==> src/rtl/vroq_pkg.sv <==
// shared types and constants for the vruntime ordered run queue
// used by vroq_cell and vruntime_ordered_run_queue_core; no dependencies
`timescale 1ns / 1ps

package vroq_pkg;

  localparam int KEY_W    = 64;
  localparam int ID_W     = 6;
  localparam int OP_W     = 2;
  localparam int STATUS_W = 3;
  localparam int QCOUNT_W = 7;

  // operation codes
  localparam logic [OP_W-1:0] OP_ENQUEUE = 2'd0;
  localparam logic [OP_W-1:0] OP_DEQUEUE = 2'd1;
  localparam logic [OP_W-1:0] OP_PICK    = 2'd2;

  // result status codes
  localparam logic [STATUS_W-1:0] STAT_OK        = 3'd0;
  localparam logic [STATUS_W-1:0] STAT_FULL      = 3'd1;
  localparam logic [STATUS_W-1:0] STAT_DUPLICATE = 3'd2;
  localparam logic [STATUS_W-1:0] STAT_NOT_FOUND = 3'd3;
  localparam logic [STATUS_W-1:0] STAT_EMPTY     = 3'd4;

  typedef struct packed {
    logic [KEY_W-1:0] key;
    logic [ID_W-1:0]  id;
  } entry_t;

  // per-beat update command broadcast to every cell
  typedef struct packed {
    logic ins_en;
    logic del_en;
  } cell_ctrl_t;

  typedef enum logic {
    S_IDLE,
    S_EXEC
  } fsm_t;

endpackage

==> src/rtl/vroq_cell.sv <==
// one slot of the sorted run queue chain: holds a key and id, compares them
// against the incoming beat and shifts with its neighbors; uses vroq_pkg
`timescale 1ns / 1ps

module vroq_cell (
  input  logic                      clk,
  input  logic                      rst_n,
  input  logic                      load,
  input  logic [vroq_pkg::KEY_W-1:0] cmp_key,
  input  logic [vroq_pkg::ID_W-1:0]  cmp_id,
  input  logic                      occupied,
  input  logic                      tail,
  input  vroq_pkg::cell_ctrl_t      ctrl,
  input  vroq_pkg::entry_t          new_entry,
  input  vroq_pkg::entry_t          left,
  input  vroq_pkg::entry_t          right,
  input  logic                      ins_seen_in,
  input  logic                      del_seen_in,
  output logic                      ins_seen_out,
  output logic                      del_seen_out,
  output vroq_pkg::entry_t          entry_out
);

  vroq_pkg::entry_t           entry_r;
  vroq_pkg::entry_t           entry_nxt;
  logic                       entry_we;
  logic                       before_r;
  logic                       match_r;
  logic [vroq_pkg::KEY_W-1:0] diff;

  // wrap-aware order: new key goes first when (new - held) is negative
  assign diff = cmp_key - entry_r.key;

  always_ff @(posedge clk) begin
    if (!rst_n) begin
      before_r <= 1'b0;
      match_r  <= 1'b0;
    end else if (load) begin
      before_r <= occupied & diff[vroq_pkg::KEY_W-1];
      match_r  <= occupied & (entry_r.id == cmp_id);
    end
  end

  assign ins_seen_out = ins_seen_in | before_r;
  assign del_seen_out = del_seen_in | match_r;

  always_comb begin
    entry_we  = 1'b0;
    entry_nxt = entry_r;
    if (ctrl.ins_en) begin
      if (ins_seen_in) begin
        entry_we  = 1'b1;
        entry_nxt = left;
      end else if (before_r || tail) begin
        entry_we  = 1'b1;
        entry_nxt = new_entry;
      end
    end else if (ctrl.del_en && del_seen_out) begin
      entry_we  = 1'b1;
      entry_nxt = right;
    end
  end

  always_ff @(posedge clk) begin
    if (entry_we) begin
      entry_r <= entry_nxt;
    end
  end

  assign entry_out = entry_r;

endmodule

==> config.mk <==
export PLATFORM = sky130hd
export DESIGN_NAME = vroq_cell
export DESIGN_NICKNAME = d
export VERILOG_FILES = /design/src/rtl/vroq_pkg.sv /design/src/rtl/vroq_cell.sv
export SDC_FILE = /design/constraint.sdc
export NUM_CORES = 1
export LEC_CHECK = 0
export BUFFER_PORTS_ARGS = -buffer_cell sky130_fd_sc_hd__buf_2
export CAP_MARGIN = 20
export CELL_PAD_IN_SITES_DETAIL_PLACEMENT = 2
export CELL_PAD_IN_SITES_GLOBAL_PLACEMENT = 2
export CORE_MARGIN = 2
export CORE_UTILIZATION = 25
export CTS_BUF_LIST = sky130_fd_sc_hd__clkbuf_8
export CTS_CLUSTER_DIAMETER = 80
export DETAILED_ROUTE_END_ITERATION = 12
export GPL_TIMING_DRIVEN = 1
export PLACE_DENSITY_LB_ADDON = 0.1
export SETUP_SLACK_MARGIN = 0.05
export SLEW_MARGIN = 5
export SYNTH_ARGS = -nofsm -noshare
export SYNTH_HDL_FRONTEND = slang
export SYNTH_SLANG_ARGS = --single-unit
==> constraint.sdc <==
create_clock -name clk -period 13.1 [get_ports clk]
set_input_delay 1.31 -clock clk [delete_from_list [all_inputs] [get_ports clk]]
set_output_delay 1.31 -clock clk [all_outputs]
set_load 0.03 [all_outputs]
======== Yosys cells after proc, flatten, opt, wreduce, memory -nomap -nowiden ========
Cells that the tools add are included.
word-level totals
  register bits after elaboration ......... 72
  input bits .............................. 289
  output and inout bits ................... 72
  logic and storage cells ................. 23
operators by class
  add/sub/neg operators ................... 1
  equality and inequality tests ........... 2
  multiplexer cells ....................... 8
  bitwise gates (word level) .............. 4
  reductions and logical operators ........ 4
operators by type and width
  kind                                                    number
  2-to-1 mux 70 bit                                       4
  subtractor 64 bit                                       1
  equality test 6 bit                                     1
  2-to-1 mux 1 bit                                        4
  inequality test 3 x 1 -> 1 bit (second input constant)  1
  AND reduction 3 bit                                     1
  bitwise AND 1 bit                                       2
  OR 1 bit                                                2
  nonzero test 2 bit                                      1
  logical AND 1 bit                                       1
  logical OR 1 bit                                        1

======== Logic depth before layout (Yosys ltp) ========
  depth after elaboration ................. 5
  depth in mapped cells ................... 9

======== Worst setup path before layout ========
No wires, ideal clock.
  path type ............................... input port to flip-flop
  start point ............................. input port ctrl[1] in the netlist's numbering
  end point ............................... register entry_r, in the netlist entry_out[0], enable pin
  data arrival time ....................... 6,807 ps
  data required time ...................... 12,505 ps
  setup slack ............................. 5,699 ps
  cell stages on the path ................. 4
  buffers on the path ..................... 3
  cell sequence ........................... clkbuf_1 -> clkbuf_1 -> clkbuf_1 -> o21ai_0
between the ends
  word-level cells in the longest chain between the ends .. 2
  elaborated cells on any way between the ends .. 4
  classes of those cells .................. eq/ne (1); mux (1); reduce/logical (2)
RTL lines
  item                                                                    RTL line         RTL
  start, declared                                                         vroq_cell.sv:13  input vroq_pkg::cell_ctrl_t ctrl,
  inequality test 3 x 1 -> 1 bit (no line), or another cell as far along  -
  AND reduction 3 bit (no line) (*)                                       -
  end signal, assigned                                                    vroq_cell.sv:66  entry_r <= entry_nxt;
  end, declared                                                           vroq_cell.sv:24  vroq_pkg::entry_t entry_r;
Every way passes the cells marked *; elsewhere a longest branch is shown, timed or not.
A chain may end at the register's enable or synchronous reset.

======== Worst setup path in the final report ========
  start point ............................. input port ins_seen_in
  end point ............................... output port ins_seen_out
between the ends
  word-level cells in the longest chain between the ends .. 1
RTL lines
  item             RTL line         RTL
  start, declared  vroq_cell.sv:17  input logic ins_seen_in,
  OR 1 bit         vroq_cell.sv:44  assign ins_seen_out = ins_seen_in | before_r;
  end, declared    vroq_cell.sv:19  output logic ins_seen_out,
Every way passes these cells.

==> impl_metrics.sql <==
INSERT INTO impl_metrics (metric_group, metric, value, unit) VALUES
('synth', 'ys_async_sr_fraction', '0', ''),
('cts', 'root_buffer', 'sky130_fd_sc_hd__clkbuf_8', ''),
('synth', 'total_nets_after_synthesis', '900', ''),
('finish', 'fillCellCount', '2451', ''),
('synth', 'ys_ff_latch', '72', ''),
('timing', 'max_freq', '285', 'MHz'),
('setup_path', 'setup.worst_path.class', 'in2out', ''),
('setup_path', 'cp_data_required_time', '11790', 'ps'),
('setup_path', 'sum_of_buffers_and_inverters_on_the_critical_path', '2', ''),
('power_and_ir_drop', 'p_leak', '3.98', 'nW'),
('timing', 'final_hold_viol_count', '0', ''),
('timing', 'final_max_slew_viol_count', '0', ''),
('run_status', 'outcome', 'finished clean', ''),
('routing', 'drt_iter0_drc', '110', ''),
('power_and_ir_drop', 'power_density', '92.7', 'nW/um^2'),
('hold_path', 'min-delay-path-class', 'reg2reg', ''),
('timing', 'slew_worst_pin', '706', 'ps'),
('synth', 'dominantRegCellSynth', 'sky130_fd_sc_hd__edfxtp_1', ''),
('cts', 'clkSlewWorstSetupHoldPaths', '80', 'ps'),
('routing', 'ant_nets', '0', ''),
('global_route', 'number_of_global_route_vias_before_repair', '6173', ''),
('synth', 'synthesis.area', '5270', 'um^2'),
('finish', 'drive_gt1_frac', '0.421', ''),
('routing', 'post_drt_wl_per_cell', '17.7', 'um'),
('setup_path', 'worst_ep_arrival_time', '2200', 'ps'),
('die', 'initial_utilization', '0.253', ''),
('cts', 'cts-htree-levels', '3', ''),
('global_route', 'globalRouteOverflowTotal', '0', ''),
('timing', 'clock-skew-final', '7.34', 'ps'),
('timing', 'timing.hold.ws', '526', 'ps'),
('die', 'floorplan.die_area', '22300', 'um^2'),
('global_route', 'wire_length_of_the_first_global_routing_pass', '31500', 'um'),
('synth', 'synthMostInstantiatedCell', 'sky130_fd_sc_hd__a21oi_1', ''),
('synth', 'syn-mean-instance-area', '9.60', 'um^2'),
('cts', 'postCtsHoldBufs', '0', ''),
('placement', 'gp_routability_congestion', '0.760', ''),
('timing', 'minimum_clock_period', '3510', 'ps'),
('timing', 'finalSetupTns', '0', 'ps'),
('power_and_ir_drop', 'worst_ir_drop_vdd', '35.0', 'uV'),
('flow_run', 'drv.max_cap_violation_count', '0', ''),
('synth', 'seq_area_frac_synth', '0.407', ''),
('finish', 'layout.nets', '1251', ''),
('synth', 'synthTopCellsByCount', 'sky130_fd_sc_hd__a21oi_1 (92), sky130_fd_sc_hd__nor2_1 (75), sky130_fd_sc_hd__mux2i_1 (71)', ''),
('die', 'floorplan.die.width', '149', 'um'),
('global_route', 'grt_max_degree', '76', ''),
('cts', 'number_of_clock_buffers_inserted_by_tritoncts', '9', ''),
('setup_path', 'critical_path.startpoint_type', 'primary input', ''),
('synth', 'synth.top_cells.by_area', 'sky130_fd_sc_hd__edfxtp_1 (40%), sky130_fd_sc_hd__ha_1 (15%), sky130_fd_sc_hd__mux2i_1 (13%), sky130_fd_sc_hd__a21oi_1 (8.7%), sky130_fd_sc_hd__nor2_1 (5.3%)', ''),
('synth', 'netlist_instances', '549', ''),
('synth', 'post-synth-top-area-fraction', '0.399', ''),
('cts', 'tritoncts_clock_tree', 'done', ''),
('setup_path', 'cp_slowest_cell', 'sky130_fd_sc_hd__buf_4', ''),
('placement', 'io_buffers', '360', ''),
('setup_path', 'critical-path-max-stage-delay', '420', 'ps'),
('die', 'design.portCount', '361', ''),
('synth', 'synth_area_leader_cell', 'sky130_fd_sc_hd__edfxtp_1', ''),
('routing', 'vias_per_cell', '4.60', ''),
('synth', 'synth_cell_type_count', '39', ''),
('die', 'core', '20800', 'um^2'),
('cts', 'clkLatencyLatePin', '360', 'ps'),
('placement', 'detailedPlacementHpwl', '18200', 'um'),
('die', 'die_y', '149', 'um'),
('setup_path', 'cell_family_with_most_cp_delay', 'buffers and inverters', ''),
('routing', 'totalWireLength', '20900', 'um'),
('synth', 'yosys_warnings', '0', ''),
('cts', 'cts_setup_buffers', '0', ''),
('timing', 'grt_setup_unrepaired', 'no', ''),
('timing', 'crit_share_post_route', '0.268', ''),
('routing', 'drt-pass1-iter-count', '4', ''),
('global_route', 'grt_usage', '0.185', ''),
('finish', 'area_delta_synth_final', '44.1', '%');
worst register-to-register path, delay by kind of cell (launching register included):
kind,cells,cell delay (ps)
simple gates,2,820
compound gates,4,770
flops,1,360
fa+ha+maj,1,320
buf+inv,1,50
kinds of logic after synthesis:
logic type / Yosys count / synth area share
mux: 71 / 0.135
compound gates: 125 / 0.133
xor+xnor: 7 / 0.0116
buf+inv: 88 / 0.0644
flops: 72 / 0.407
fa+ha+maj: 62 / 0.147
simple gates: 124 / 0.102
worst paths after layout:
| check | endpoint | depth (start not counted) | slack, ps | start |
|---|---|---|---|---|
| worst max register to register | before_r | 8 | 10690 | entry_out[35] |
| worst max-delay path | ins_seen_out | 3 | 9590 | ins_seen_in |
| worst min-delay path | before_r | 2 | 530 | before_r |
| worst min register to register | before_r | 2 | 530 | before_r |
cells in the final DEF, fill, tap and decap left out, types with 2 or more instances in the layout:
master / instances
sky130_fd_sc_hd__a211oi_1: 2
sky130_fd_sc_hd__a21o_1: 7
sky130_fd_sc_hd__a21oi_1: 92
sky130_fd_sc_hd__a221oi_1: 2
sky130_fd_sc_hd__and3_1: 2
sky130_fd_sc_hd__and4_1: 2
sky130_fd_sc_hd__buf_2: 358
sky130_fd_sc_hd__buf_4: 5
sky130_fd_sc_hd__bufinv_16: 2
sky130_fd_sc_hd__clkbuf_8: 9
sky130_fd_sc_hd__clkinv_1: 2
sky130_fd_sc_hd__dfxtp_1: 2
sky130_fd_sc_hd__diode_2: 3
sky130_fd_sc_hd__edfxtp_1: 70
sky130_fd_sc_hd__ha_1: 62
sky130_fd_sc_hd__inv_1: 65
sky130_fd_sc_hd__mux2i_1: 71
sky130_fd_sc_hd__nand2_1: 21
sky130_fd_sc_hd__nand3_1: 4
sky130_fd_sc_hd__nand4_1: 8
sky130_fd_sc_hd__nor2_1: 75
sky130_fd_sc_hd__nor2b_1: 4
sky130_fd_sc_hd__nor4_1: 2
sky130_fd_sc_hd__o21a_1: 2
sky130_fd_sc_hd__o21ai_0: 8
sky130_fd_sc_hd__o21ai_1: 2
sky130_fd_sc_hd__or2_2: 2
sky130_fd_sc_hd__xnor2_1: 3
sky130_fd_sc_hd__xor2_1: 4
power by group:
group          internal, mW  leakage [nW]  total, mW  switching, mW
Clock                 0.104         0.105      0.191         0.0873
Combinational        0.0911          3.19      0.223          0.132
Sequential            0.279         0.687      0.289         0.0105
layout make-up:
class,instances,area [um^2],share of cell area
timing repair buffer,364,1860,0.245
sequential,72,2140,0.282
clock buffer,9,124,0.0163
multi-input combinational,389,2800,0.369
inverter,64,240,0.0317
clock inverter,6,76.3,0.0101
antenna,3,7.51,0.000989
tap,275,344,0.0453
through the flow:
| stage | total power [mW] | setup slack (ps) | std cells | area, um^2 | util |
|---|---|---|---|---|---|
| global route | 0.747 | 9520 | 1182 | 7590 | 0.364 |
| finish | 0.703 | 9590 | 1182 | 7590 | 0.364 |
| detailed placement | 0.523 | 9560 | 1164 | 7380 | 0.355 |
| CTS | 0.717 | 9560 | 1179 | 7580 | 0.364 |
| global placement | 0.509 | 9440 | 1163 | 7350 | 0.353 |
| floorplan | 0.424 | 5700 | 549 | 5270 | - |
registers in the layout, indices dropped and copies added (netlist names):
signal / flops
entry_out: 70
before_r: 1
match_r: 1
routing by layer:
metal / GRT usage / vias up / part of all wire
met2: 0.358 / 190 / 0.54
li1: - / 2657 / -
met5: 0 / - / 0.00062
met3: 0.0459 / 27 / 0.065
met1: 0.192 / 2560 / 0.37
met4: 0.0638 / 2 / 0.018
(Power assumes the default switching activity.)
